File: src/rtl/core/assert_macros.svh
// Assertion macros used by the top-level RTL file
`ifndef ASSERT_MACROS_SVH
`define ASSERT_MACROS_SVH

// condition a implies c in the same cycle
`define BF_ASSERT_NOW(lbl, a, c, msg) \
	lbl: assert property (@(posedge clk) disable iff (!arst_n) (a) |-> (c)) else $error(msg);

// condition a implies c in the next cycle
`define BF_ASSERT_NEXT(lbl, a, c, msg) \
	lbl: assert property (@(posedge clk) disable iff (!arst_n) (a) |=> (c)) else $error(msg);

`endif

File: src/rtl/core/bf_ram.sv
// Generic single-write, single-read RAM with registered read (read-first)
module bf_ram #(
	parameter int WIDTH = 8,
	parameter int DEPTH = 16
) (
	input  logic                                   clk,
	input  logic                                   we,
	input  logic [(DEPTH > 1 ? $clog2(DEPTH) : 1)-1:0] waddr,
	input  logic [WIDTH-1:0]                       wdata,
	input  logic [(DEPTH > 1 ? $clog2(DEPTH) : 1)-1:0] raddr,
	output logic [WIDTH-1:0]                       rdata
);
	logic [WIDTH-1:0] mem [DEPTH];

	always_ff @(posedge clk) begin
		if (we) begin
			mem[waddr] <= wdata;
		end
		rdata <= mem[raddr];
	end
endmodule

File: config.mk
export PLATFORM = sky130hd
export DESIGN_NAME = bf_ram
export DESIGN_NICKNAME = d
export VERILOG_FILES = /design/src/rtl/core/assert_macros.svh /design/src/rtl/core/bf_ram.sv
export SDC_FILE = /design/constraint.sdc
export NUM_CORES = 1
export LEC_CHECK = 0
export BUFFER_PORTS_ARGS = -buffer_cell sky130_fd_sc_hd__buf_2
export CAP_MARGIN = 20
export CORE_AREA = 2 2 105 107
export CTS_BUF_LIST = sky130_fd_sc_hd__clkbuf_16
export DETAILED_ROUTE_END_ITERATION = 8
export DIE_AREA = 0 0 107 109
export PLACE_DENSITY = 0.69
export SLEW_MARGIN = 20
export SYNTH_ARGS = -nofsm -noshare
export SYNTH_HDL_FRONTEND = slang
export SYNTH_SLANG_ARGS = --single-unit
File: constraint.sdc
create_clock -name clk -period 4.4 [get_ports clk]
set_clock_uncertainty 0.05 [all_clocks]
set_input_delay 0.44 -clock clk [delete_from_list [all_inputs] [get_ports clk]]
set_output_delay 0.44 -clock clk [all_outputs]
set_load 0.1 [all_outputs]
After elaboration in Yosys (flattened, before gate mapping):

Memories as Yosys holds them, arrays and structs flattened. A register that Yosys moved wholly into a read port is not among the register bits.
Cells that the tools add are included.

* register bits: 0
* latch bits: 0
* memory bits (writable): 128
* bits in read-only memories: 0
* input bits: 18
* word-level logic and storage cells: 3
* memories: 1

* add/sub/neg operators: 0
* multipliers: 0
* div/mod/pow operators: 0
* order comparisons: 0
* equal/unequal tests: 0
* shift operators: 0
* muxes and demuxes: 2
* bitwise operators: 0
* reduce and logical (&&, ||, !) cells: 0

Memories
* mem: depth 16, bits a word 8, read ports 1, clocked after memory_dff 1, write ports 1, line bf_ram.sv:13 `logic [WIDTH-1:0] mem [DEPTH];`

Operator list (number)
* $mux 1: 2

Depth between registers and ports, before layout:

* depth in word-level cells: 2
* mapped depth: 5
* depth with buffers taken out: 3

Least setup slack after synthesis:

OpenSTA, ideal clock, no wires.

* path type: input -> register
* start point: input port waddr[2] (netlist name)
* end point: memory mem[0][0], enable pin
* setup time: 0.383 ns
* arrival: 1.550 ns
* path slack: 2.417 ns
* stages on the path: 2
* buffers on the path: 0
* cell sequence: or3b_2 -> nor3_1

RTL lines
* from (decl): line bf_ram.sv:8 `input logic [(DEPTH > 1 ? $clog2(DEPTH) : 1)-1:0] waddr,`
* to (decl): line bf_ram.sv:13

No word-level cell before the write port.

Worst setup path after layout:

* start point: input port waddr[2] (netlist name)
* end point: memory mem[3][7], enable pin

No word-level cell before the write port.

==> impl_metrics.toml <==
[timing]
layout_min_cycle_time_ns = 1.759
setup_viol = 0
finalHoldViolations = 0
whs_ns = 0.3652
final.setup.tns_ns = 0
slew_viol_final = 0
tightestPinTransition_ns = 0.9482
rsz0062_at_grt = "false"
fin_ws_ns = 2.641
slew-limit-headroom_pct = 36.56
fmax_mhz = 568.4
min_period_over_period_pct = 39.98

[finish]
utilization_pct = 56.18
layout_common_cells = "edfxtp_1, buf_2, mux4_2, clkbuf_16, a22oi_1"
nNetsFinal = 282
area_growth_syn_to_layout_pct = 15.73
fillCellCount = 808
drive_gt1_share_pct = 26.71
final_common_cell = "edfxtp_1"
antenna_cells = 0

[die]
rows = 38
die_h_um = 109
core_region_area_um2 = 10600
initial_core_util_pct = 48.55
ioPinCount = 26
dieWidth_um = 107
dieArea_um2 = 11660

[worst_setup_path]
cp_top_family = "simple AND/OR/NAND/NOR gates"
path_cells = "buf_2, or3b_2, nor2_1"
worst_setup_path_start_kind = "input port"
crit_required_ns = 4.38
cp.buffers_inverters = 1
worstSetupPathType = "in2reg"
cp_slowest_cell = "nor2_1"
crit_arrival_ns = 1.74
cp-end-kind = "flip-flop"
max_stage_delay_ns = 0.66
crit_fanout = 8

[synthesis]
ys_ff_latch = 136
netlist_area_um2 = 5147
synth_top_area_cell = "edfxtp_1"
synth_top_area_share_pct = 74.67
synth_cell_types = 19
synthCells = 229
yosysSeqAreaShare_pct = 77.78
ys_warn_count = 0
avgSynthCellArea_um2 = 22.48
syn-num-nets = 247
synth_area_leaders = "edfxtp_1, mux4_2, mux4_1"

[clocking]
cts_hold_buf = 0
clkTransAtPathRegs_ns = 0.05
cts_setup_buffers = 0
root_buffer = "clkbuf_16"
cts_tree = "done"
h-tree-depth = 4
clock-sinks = 136
clock_path_buffers = 2
insertion_delay_ns = 0.41
numCtsBuffers = 17
cts_resized = 0

[route]
wl_met3_um = 529
dr.pass1.iters = 4
viasPerCell = 5.643
routed.top_layer = "met4"
num_vias = 2353
drtAntennaViolNets = 0
first_iter_violations = 177
wl_per_cell_um = 22.29
drc = 0
drt-total-wl_mm = 9.293
wl_met2_mm = 4.714
wl_met1_mm = 3.977

[global_route]
track_usage_pct = 17.73
grt_max_degree = 33
antenna_found_initial = 0
grt_pass1_wl_mm = 14.03
grt_pass1_vias = 2446
grt.overflow.total = 0

[place]
routabilityCongestion = 0.7295
hpwl_mm = 5.588
portBuffers = 25
pre_cts_slack_ns = 1.897

[power_and_ir_drop]
leakagePower_nw = 2.000
power.density_nw_per_um2 = 503.2
ir_drop_uv = 264.8

[outcome]
status = "completed"

[min_path]
hold_class = "in2reg"

[flow_run]
maxCapViolCount = 0
[synthesized netlist by cell type]
| library cell | n |
|---|---|
| a22oi_1 | 16 |
| and2_1 | 1 |
| and2b_1 | 1 |
| buf_2 | 3 |
| buf_4 | 1 |
| buf_6 | 3 |
| clkdlybuf4s25_2 | 3 |
| dfxtp_1 | 8 |
| edfxtp_1 | 128 |
| mux4_1 | 14 |
| mux4_2 | 18 |
| nand2_1 | 9 |
| nand2b_1 | 2 |
| nand3_1 | 1 |
| nand3b_1 | 2 |
| nor2_1 | 13 |
| nor2b_1 | 1 |
| nor3_1 | 4 |
| or3b_2 | 1 |
[path summary, 6_finish.rpt]
kind | endpoint | from | cells past startpoint | slack [ns]
worst max-delay path | mem[3][7] | waddr[2] | 3 | 2.64
worst min-delay path | mem[2][1] | wdata[1] | 1 | 0.37
worst max register to register | rdata[3] | mem[1][3] | 3 | 3.01
worst min register to register | rdata[5] | mem[12][5] | 3 | 0.61
[per-stage QoR]
step | std cells | area (um^2) | power (mW)
after CTS | 417 | 5954 | 3.017
after detailed placement | 385 | 5384 | 1.674
after floorplan | 229 | 5147 | 1.618
final | 417 | 5957 | 2.997
after global routing | 417 | 5957 | 3.082
after global placement | 385 | 5379 | 1.668
[metal layers]
| layer | GRT usage, % | vias up |
|---|---|---|
| li1 | - | 1041 |
| met1 | 23.13 | 1230 |
| met3 | 6.097 | 5 |
| met2 | 28.34 | 77 |
| met4 | 5.844 | 0 |
| met5 | 0 | - |
[cell type report]
| class | count | area [um^2] | area share [%] |
|---|---|---|---|
| sequential | 136 | 4004 | 67.21 |
| multi-input combinational | 83 | 1072 | 18.00 |
| clock buffer | 17 | 425.4 | 7.141 |
| tap | 140 | 175.2 | 2.941 |
| clock inverter | 15 | 145.1 | 2.436 |
| timing repair buffer | 26 | 135.1 | 2.268 |
[power by group]
group	switching [mW]	total, mW	internal [mW]	leakage (nW)
clock network	0.481	1.35	0.871	0.296
logic	0.136	0.188	0.0519	0.480
registers	0.00795	1.46	1.45	1.22
[state kept, by name, summed over array words and instances, names as in the netlist]
| signal | flops |
|---|---|
| mem | 128 |
| rdata | 8 |
[kinds of logic (layout without fill, tap and decap cells)]
logic type / after synthesis / after routing / share of synthesized area [%]
DFF: 136 / 136 / 77.78
muxes: 32 / 32 / 15.02
buffers and inverters: 10 / 58 / 1.677
and+or+nand+nor: 35 / 35 / 3.184
AOI/OAI and AO/OA: 16 / 16 / 2.334
[worst register-to-register path, cell delays in order, from the launching register on]
cell	delay, ns
edfxtp_1	0.35
mux4_1	0.51
a22oi_1	0.28
nand2_1	0.08
Power figures use the tool's default switching activity.
