--- src/rtl/core/assert_macros.svh ---
// Assertion macros used by the top-level RTL file
`ifndef ASSERT_MACROS_SVH
`define ASSERT_MACROS_SVH

// condition a implies c in the same cycle
`define BF_ASSERT_NOW(lbl, a, c, msg) \
	lbl: assert property (@(posedge clk) disable iff (!arst_n) (a) |-> (c)) else $error(msg);

// condition a implies c in the next cycle
`define BF_ASSERT_NEXT(lbl, a, c, msg) \
	lbl: assert property (@(posedge clk) disable iff (!arst_n) (a) |=> (c)) else $error(msg);

`endif

--- src/rtl/core/bf_pkg.sv ---
// Shared types, constants and helpers of the shortest-path engine
package bf_pkg;

	localparam int VTX_BITS         = 6;
	localparam int SLOT_BITS        = 8;
	localparam int DIST_OUT_BITS    = 22;
	localparam int VCOUNT_BITS      = 7;
	localparam int ECOUNT_BITS      = 9;
	localparam int CFG_ADDR_BITS    = 3;
	localparam int CFG_DATA_BITS    = 32;

	localparam int MAX_VERTICES_DEF = 64;
	localparam int MAX_EDGES_DEF    = 256;
	localparam int WEIGHT_BITS_DEF  = 16;

	localparam longint DIST_MAX     = 64'sd2097151;
	localparam longint DIST_MIN     = -64'sd2097152;

	// register indexes, taken from paddr[2]
	localparam logic REG_VERTEX_COUNT = 1'b0;
	localparam logic REG_EDGE_COUNT   = 1'b1;

	// input word kinds
	localparam logic KIND_LOAD = 1'b0;
	localparam logic KIND_RUN  = 1'b1;

	typedef enum logic [2:0] {
		ST_IDLE,
		ST_INIT,
		ST_RELAX,
		ST_DRAIN,
		ST_RD,
		ST_EMIT,
		ST_NEG
	} state_t;

	typedef struct packed {
		logic valid;   // edge address presented this cycle
		logic check;   // detection pass: test only, no write-back
		logic clear;   // new run: drop the cycle flag
	} issue_t;

	typedef struct packed {
		logic busy;
		logic neg;
	} relax_stat_t;

	// working distance width: the weight width grown by the vertex and edge count widths, plus one, with sign
	function automatic int dist_bits(int max_v, int max_e, int wb);
		return wb + $clog2(max_v) + $clog2(max_e + 1) + 1;
	endfunction

	function automatic logic [DIST_OUT_BITS-1:0] sat_dist(longint v);
		longint r;
		r = v;
		if (r > DIST_MAX) r = DIST_MAX;
		if (r < DIST_MIN) r = DIST_MIN;
		return r[DIST_OUT_BITS-1:0];
	endfunction

endpackage

--- src/rtl/core/bf_relax.sv ---
// Edge relaxation pipeline: decode edge, read both distances, add/compare, write back
module bf_relax #(
	parameter int MAX_VERTICES = bf_pkg::MAX_VERTICES_DEF,
	parameter int MAX_EDGES    = bf_pkg::MAX_EDGES_DEF,
	parameter int WEIGHT_BITS  = bf_pkg::WEIGHT_BITS_DEF,
	localparam int VB  = bf_pkg::VTX_BITS,
	localparam int VAW = $clog2(MAX_VERTICES),
	localparam int NVW = $clog2(MAX_VERTICES + 1),
	localparam int DW  = bf_pkg::dist_bits(MAX_VERTICES, MAX_EDGES, WEIGHT_BITS),
	localparam int DEW = DW + 1,
	localparam int EW  = 2 * VB + WEIGHT_BITS
) (
	input  logic                clk,
	input  logic                arst_n,
	input  bf_pkg::issue_t      issue,
	input  logic [EW-1:0]       edge_rdata,
	input  logic [NVW-1:0]      nv,
	output logic [VAW-1:0]      raddr_s,
	output logic [VAW-1:0]      raddr_d,
	input  logic [DEW-1:0]      rdata_s,
	input  logic [DEW-1:0]      rdata_d,
	output logic                we,
	output logic [VAW-1:0]      waddr,
	output logic [DEW-1:0]      wdata,
	output bf_pkg::relax_stat_t stat
);
	logic                        v_s1, chk_s1;
	logic [VB-1:0]               from_s1, to_s1;
	logic signed [WEIGHT_BITS-1:0] w_s1;
	logic                        ok_s1;

	logic                        v_s2, chk_s2;
	logic [VAW-1:0]              s_s2, d_s2;
	logic signed [DW-1:0]        w_s2;

	logic                        fwd_v_q;
	logic [VAW-1:0]              fwd_a_q;
	logic [DEW-1:0]              fwd_d_q;
	logic                        neg_q;

	logic [DEW-1:0]              src, dst;
	logic signed [DW-1:0]        src_dist, dst_dist, cand;
	logic                        hit;

	// stage 1: edge word is out of the edge RAM
	assign from_s1 = edge_rdata[EW-1 -: VB];
	assign to_s1   = edge_rdata[EW-VB-1 -: VB];
	assign w_s1    = edge_rdata[WEIGHT_BITS-1:0];
	assign ok_s1   = v_s1 && (int'(from_s1) < int'(nv)) && (int'(to_s1) < int'(nv));
	assign raddr_s = VAW'(from_s1);
	assign raddr_d = VAW'(to_s1);

	// stage 2: distances are out; the previous cycle's write is not yet in them
	always_comb begin
		src = (fwd_v_q && fwd_a_q == s_s2) ? fwd_d_q : rdata_s;
		dst = (fwd_v_q && fwd_a_q == d_s2) ? fwd_d_q : rdata_d;
		src_dist = src[DW-1:0];
		dst_dist = dst[DW-1:0];
		cand = src_dist + w_s2;
		hit = v_s2 && src[DW] && (!dst[DW] || (cand < dst_dist));
		we = hit && !chk_s2;
		waddr = d_s2;
		wdata = {1'b1, cand};
	end

	always_ff @(posedge clk or negedge arst_n) begin
		if (!arst_n) begin
			v_s1    <= 1'b0;
			chk_s1  <= 1'b0;
			v_s2    <= 1'b0;
			chk_s2  <= 1'b0;
			fwd_v_q <= 1'b0;
			neg_q   <= 1'b0;
		end else begin
			v_s1    <= issue.valid;
			chk_s1  <= issue.check;
			v_s2    <= ok_s1;
			chk_s2  <= chk_s1;
			fwd_v_q <= we;
			if (issue.clear) begin
				neg_q <= 1'b0;
			end else if (hit && chk_s2) begin
				neg_q <= 1'b1;
			end
		end
	end

	always_ff @(posedge clk) begin
		s_s2    <= VAW'(from_s1);
		d_s2    <= VAW'(to_s1);
		w_s2    <= DW'(w_s1);
		fwd_a_q <= d_s2;
		fwd_d_q <= wdata;
	end

	assign stat.busy = v_s1 | v_s2;
	assign stat.neg  = neg_q;
endmodule

--- config.mk ---
export PLATFORM = sky130hd
export DESIGN_NAME = bf_relax
export DESIGN_NICKNAME = d
export VERILOG_FILES = /design/src/rtl/core/assert_macros.svh /design/src/rtl/core/bf_pkg.sv /design/src/rtl/core/bf_relax.sv
export SDC_FILE = /design/constraint.sdc
export NUM_CORES = 1
export LEC_CHECK = 0
export BUFFER_PORTS_ARGS = -buffer_cell sky130_fd_sc_hd__buf_2
export CAP_MARGIN = 40
export CORE_MARGIN = 2
export CORE_UTILIZATION = 45
export CTS_BUF_LIST = sky130_fd_sc_hd__clkbuf_8
export CTS_CLUSTER_DIAMETER = 50
export DETAILED_ROUTE_END_ITERATION = 12
export PLACE_DENSITY = 0.8
export SETUP_SLACK_MARGIN = 0.15
export SYNTH_ARGS = -nofsm -noshare
export SYNTH_HDL_FRONTEND = slang
export SYNTH_SLANG_ARGS = --single-unit
--- constraint.sdc ---
create_clock -name clk -period 5.2 [get_ports clk]
set_input_delay 0.26 -clock clk [delete_from_list [all_inputs] [get_ports clk]]
set_output_delay 0.26 -clock clk [all_outputs]
set_load 0.02 [all_outputs]
# After elaboration in Yosys (flattened, before gate mapping)
# Index checks and enable logic that the tools add are counted.
# W data, S select, Z words.
[word_totals]
wordCells = 34
output_inout_bits = 54
ff_bits = 72
[op_classes]
reduce_logical = 12
n_bitwise = 1
n_addsub = 1
n_mux = 4
order_cmp = 3
eq_ne = 2
[ops]
columns = ["operator", "count"]
rows = [
  ["$mux W33", 2],
  ["$add A32 B16 Y32", 1],
  ["$lt A32 B32 Y1", 1],
  ["$lt A6 B7 Y1", 2],
  ["$eq A6 B6 Y1", 2],
  ["$logic_and A1 B1 Y1", 8],
  ["$logic_not A1 Y1", 2],
  ["$mux W1", 2],
  ["$reduce_bool A2 Y1", 1],
  ["$logic_or A1 B1 Y1", 1],
  ["$or A1 B1 Y1", 1],
]

# Longest topological paths before layout
[logic_depth]
depth_word = 10
depth_mapped = 23
mapped_depth_nobuf = 23

# Least setup slack after synthesis
# No wires, ideal clock.
[synth_path]
path_kind = "flip-flop to output port"
startpoint = "register fwd_a_q[2]"
endpoint = "output we"
slack_ns = -0.785
required_time_ns = 4.940
arrival_time_ns = 5.725
stages_incl_launch_ff = 22
path_cell_list = "dfxtp_1 > xor2_1 > nor4_2 > clkbuf_1 > mux2_2 > ha_1 > o21ai_0 > o21ai_0 > and3_1 > o21ai_0 > a21oi_1 > o21ai_0 > o311ai_0 > ha_1 > a21o_1 > a21o_1 > a21oi_1 > o221a_2 > o21ai_1 > a2111oi_2 > o31ai_1 > nor2_1"
[synth_between]
elab_chain_len = 8
elab_cells_between_ends = 13
classes_between = "add/sub: 1; order compare: 1; eq/ne: 2; mux: 2; reduce/logical: 7"
[synth_lines]
columns = ["item", "line", "rtl"]
rows = [
  ["start, declared", "bf_relax.sv:37", "logic [VAW-1:0] fwd_a_q;"],
  ["start signal, assigned", "bf_relax.sv:92", "fwd_a_q <= d_s2;"],
  ["$eq A6 B6 Y1", "bf_relax.sv:55", "src = (fwd_v_q && fwd_a_q == s_s2) ? fwd_d_q : rdata_s;"],
  ["$logic_and A1 B1 Y1", "bf_relax.sv:55", ""],
  ["$mux W33", "bf_relax.sv:55", ""],
  ["$add A32 B16 Y32", "bf_relax.sv:59", "cand = src_dist + w_s2;"],
  ["named net wdata[13]", "bf_relax.sv:24", "output logic [DEW-1:0] wdata,"],
  ["$lt A32 B32 Y1", "bf_relax.sv:60", "hit = v_s2 && src[DW] && (!dst[DW] || (cand < dst_dist));"],
  ["$logic_or A1 B1 Y1", "bf_relax.sv:60", ""],
  ["$logic_and A1 B1 Y1", "bf_relax.sv:60", ""],
  ["$logic_and A1 B1 Y1", "bf_relax.sv:61", "we = hit && !chk_s2;"],
  ["end, declared", "bf_relax.sv:22", "output logic we,"],
]
# The timed path passes the listed nets, and every way through them passes these cells.

# Worst setup path in the final report
[layout_path]
startpoint = "register s_s2[3]"
endpoint = "output we"
[layout_between]
elab_chain_len = 8
elab_cells_between_ends = 9
classes_between = "add/sub: 1; order compare: 1; eq/ne: 1; mux: 1; reduce/logical: 5"
[layout_lines]
columns = ["item", "line", "rtl"]
rows = [
  ["start, declared", "bf_relax.sv:33", "logic [VAW-1:0] s_s2, d_s2;"],
  ["start signal, assigned", "bf_relax.sv:89", "s_s2 <= VAW'(from_s1);"],
  ["$eq A6 B6 Y1 (*)", "bf_relax.sv:55", ""],
  ["$logic_and A1 B1 Y1 (*)", "bf_relax.sv:55", ""],
  ["$mux W33 (*)", "bf_relax.sv:55", ""],
  ["$add A32 B16 Y32", "bf_relax.sv:59", ""],
  ["$lt A32 B32 Y1", "bf_relax.sv:60", ""],
  ["$logic_or A1 B1 Y1", "bf_relax.sv:60", ""],
  ["$logic_and A1 B1 Y1 (*)", "bf_relax.sv:60", ""],
  ["$logic_and A1 B1 Y1 (*)", "bf_relax.sv:61", ""],
]
# Mark *: on every way between the ends. The rest lies on a longest branch, timed or not.

==> metrics.md <==
| Metric | Value |
|---|---|
| CTS tree | built |
| Synth Area in Compound Gates | 17.4% |
| Starting density of the core | 45.9% |
| Chip height | 109 µm |
| H-tree level count | 3 |
| DR WL/cell | 16.6 µm |
| Crit path max-delay cell type | o41a_1 |
| Finished Layout Cells | 925 |
| Worst-Margin Slew | 0.835 ns |
| Pre-CTS WS | -0.502 ns |
| Initial antenna violation count | 0 |
| Final Hold Fails | 0 |
| Via count | 4911 |
| Netlist cell types | 58 |
| Total Wirelength | 15400 µm |
| Max Fclk | 168 MHz |
| Post-synthesis sequential area ratio | 29.7% |
| Buf/Inv on CP | 3 |
| Yosys top cell by area | dfxtp_1 |
| Clk_lat worst skew | 0.38 ns |
| CP max stage delay | 0.46 ns |
| Synth top cells by count | ha_1, dfxtp_1, a21oi_1, mux2i_1, mux2_2 |
| Total gr overflow | 0 |
| CP arrival | 5.68 ns |
| Synth Warn # | 0 |
| Number of DRC markers in iteration 0 | 137 |
| CTS Buffer Depth | 2 |
| Proportion of layout cells with a drive suffix above 1 | 49.3% |
| Hold depth | 2 |
| Period utilisation layout | 114% |
| Xor/xnor share of the synthesized area | 7.07% |
| Worst flop-to-flop path endpoint | fwd_v_q |
| Global-route wire length before repair | 22700 µm |
| Maximum VDD drop | 0.000278 V |
| Final net count | 959 |
| Initial DRT Pass Iterations | 4 |
| Crit path time final | 5.94 ns |
| Die area | 11900 µm² |
| Setup WS post-layout | -0.735 ns |
| CTS sink count | 72 |
| Worst Reg-to-Reg Cells | 24 |
| Critical path type | flop to output pin |
| TNS Setup | -0.977 ns |
| # IOs | 160 |
| DRC | 0 |
| Worst-path cell chain | xnor2_2, nand4_1, nor4_4, buf_6, buf_12, mux2_4, fa_2, a211oi_4, o211ai_2, a41oi_2, o41ai_4, a221o_1, a21o_1, a21oi_2, xnor2_2, ha_1, a21o_1, a21oi_2, o22ai_2, o41a_1, a2111oi_4, o31ai_2, nor2_2, buf_6 |
| CTS buffer count | 9 |
| Avg Synthesized Cell Area | 10.1 µm² |
| Area delta synth->final | 53.0% |
| Clk slew on worst S/H paths | 0.09 ns |
| Primary FF master, synth | dfxtp_1 |
| Worst-path fanout max | 8 |
| WP data required | 4.94 ns |
| N_diodes | 0 |
| CP startpoint kind | flop |
| Post-Synth Simple-Gate Area | 9.87% |
| Worst min path class | primary input to flop |
| Tot GR Track Use | 24.6% |
| Synth top area share | 26.7% |
| Max transition margin | 42.9% |
| Min-Delay Endpoint | neg_q |
| Site row count | 38 |
| CTS root buffer | clkbuf_8 |
| Vias/cell | 5.31 |
| Syn Std Cell Area | 4960 µm² |
| Crit path max-delay family | compound AO/OA/AOI/OAI gates |
| Unrepaired setup endpoints after global routing | yes |
| Final ANT Viol Nets | 0 |
| Max Slew Vio Count | 0 |
| Post-synthesis async set-or-reset flop share | 8.33% |
| Port bufs | 158 |
| EDFF count, synth | 0 |
| Worst R2R Start | s_s2[3] |
| Placer Congestion | 0.931 |
| Worst R2R Setup Slack | -0.13 ns |
| #FFs+latches synth | 72 |
| Final Skew | 0.00713 ns |
| Placed Cells | 862 |
| Adder-Cell Fraction of Synth Area | 18.6% |
| Core footprint | 10800 µm² |
| Tot Pwr | 0.00201 W |
| Status | complete, but fails checks |
| Power per cell area | 264 nW/µm² |
| Pleak | 3.59 nW |
| Largest net degree at the start of global routing | 18 |
| Die W | 109 µm |
| Cells after Synth | 493 |
| Main combinational cell family by area after synthesis | adder cells |
| Worst Hold Launch | issue[0] |
| Cell with the most instances after synthesis | ha_1 |
| Max cap viols | 0 |
| Post-DP HPWL | 11400 µm |
| Failing checks | setup timing |
| Crit end category | output pin |
| Syn nets | 672 |
| Synth top area cells | dfxtp_1, ha_1, mux2_2, mux2i_1, xnor2_1 |
| # setup viols final | 3 |
| Vias in the first global route | 5066 |
| Mux cell area share after synthesis | 13.5% |
| Fillers | 780 |
==> worst max-delay path by stage <==
stage               start  to  slack (ns)  cells after the start
6_report          s_s2[3]  we       -0.74                     24
4_1_cts           s_s2[3]  we       -0.78                     24
2_1_floorplan  fwd_a_q[0]  we       -0.19                     22
3_3_place_gp      s_s2[3]  we       -0.37                     25
5_1_grt           s_s2[0]  we       -0.95                     25
3_5_place_dp   fwd_a_q[0]  we       -0.50                     25
==> cells by family after synthesis <==
| family | after synthesis |
|---|---|
| compound gates | 116 |
| simple gates | 92 |
| fa+ha+maj | 73 |
| flops | 72 |
| mux | 63 |
| xor+xnor | 40 |
| buf+inv | 36 |
| other cells | 1 |
==> stage by stage <==
step / utilization, % / hold WS [ns] / area, µm²
2_1_floorplan: - / -0.0356 / 5090
3_3_place_gp: 61.2 / 0.0830 / 6600
3_5_place_dp: 61.2 / 0.0917 / 6600
4_1_cts: 67.1 / 0.0542 / 7250
5_1_grt: 70.3 / 0.0725 / 7580
6_report: 70.3 / 0.0903 / 7580
==> worst reg2reg max path, stage by stage, from the launching register on <==
cell and delay, ns:
dfxtp_2 0.33, xnor2_2 0.14, nand4_1 0.15, nor4_4 0.29
buf_6 0.18, buf_12 0.14, mux2_4 0.32, fa_2 0.41
a211oi_4 0.24, o211ai_2 0.12, a41oi_2 0.26, o41ai_4 0.11
a221o_1 0.34, a21o_1 0.18, a21oi_2 0.18, xnor2_2 0.14
ha_1 0.27, a21o_1 0.18, a21oi_2 0.14, o22ai_2 0.08
o41a_1 0.46, a2111oi_4 0.21, o31ai_2 0.11, nor2_2 0.17
buf_4 0.13
==> report_power, final <==
group	switching, W	internal [W]	total [W]	leakage [nW]
combinational	0.000441	0.000429	0.000871	2.85
clock	0.000242	0.000226	0.000468	0.101
sequential	0.0000417	0.000625	0.000667	0.632
total	0.000725	0.00128	0.00201	3.59
==> layer usage <==
metal	GRT usage (%)	share of wire [%]
met1	26.8	41
met2	44.7	51
met3	5.50	5.1
met4	12.1	3.3
met5	0	0
==> registers in the layout (all words and copies together) (netlist names) <==
name / flops
fwd_d_q: 32
w_s2: 16
fwd_a_q: 6
s_s2: 6
waddr: 6
chk_s1: 1
chk_s2: 1
fwd_v_q: 1
neg_q: 1
v_s1: 1
v_s2: 1
==> cell type report <==
class,instances,area (µm²),area share (%)
inverter,16,60.1,0.792
clock inverter,7,77.6,1.02
clock buffer,9,124,1.63
tap,140,175,2.31
timing repair buffer,296,1940,25.6
multi-input combinational,385,3730,49.1
sequential,72,1480,19.5
==> what timing repair did <==
action	in CTS	in global routing
cloned	0	1
hold endpoints to repair	36	0
pin swaps	19	32
resized for setup	14	42
hold buffers	31	0
buffers inserted	6	9
setup endpoints to repair	3	3
==> cells in the final DEF, fill, tap and decap left out, drive strengths merged, types with 4 or more instances in the layout <==
cell type      n
a211oi         5
a21o          24
a21oi         36
buf          264
clkbuf        10
dfrtp          6
dfxtp         66
dlygate4sd3   31
ha            72
inv           19
mux2          31
mux2i         32
nand2         13
nand2b         9
nand3         10
nand4          9
nor2          21
nor2b          6
nor3           7
o21a           5
o21ai         17
o21bai         4
o31ai          4
or2            4
or3            4
xnor2         29
xor2          11
No activity file was read; power rests on OpenSTA's default activity.
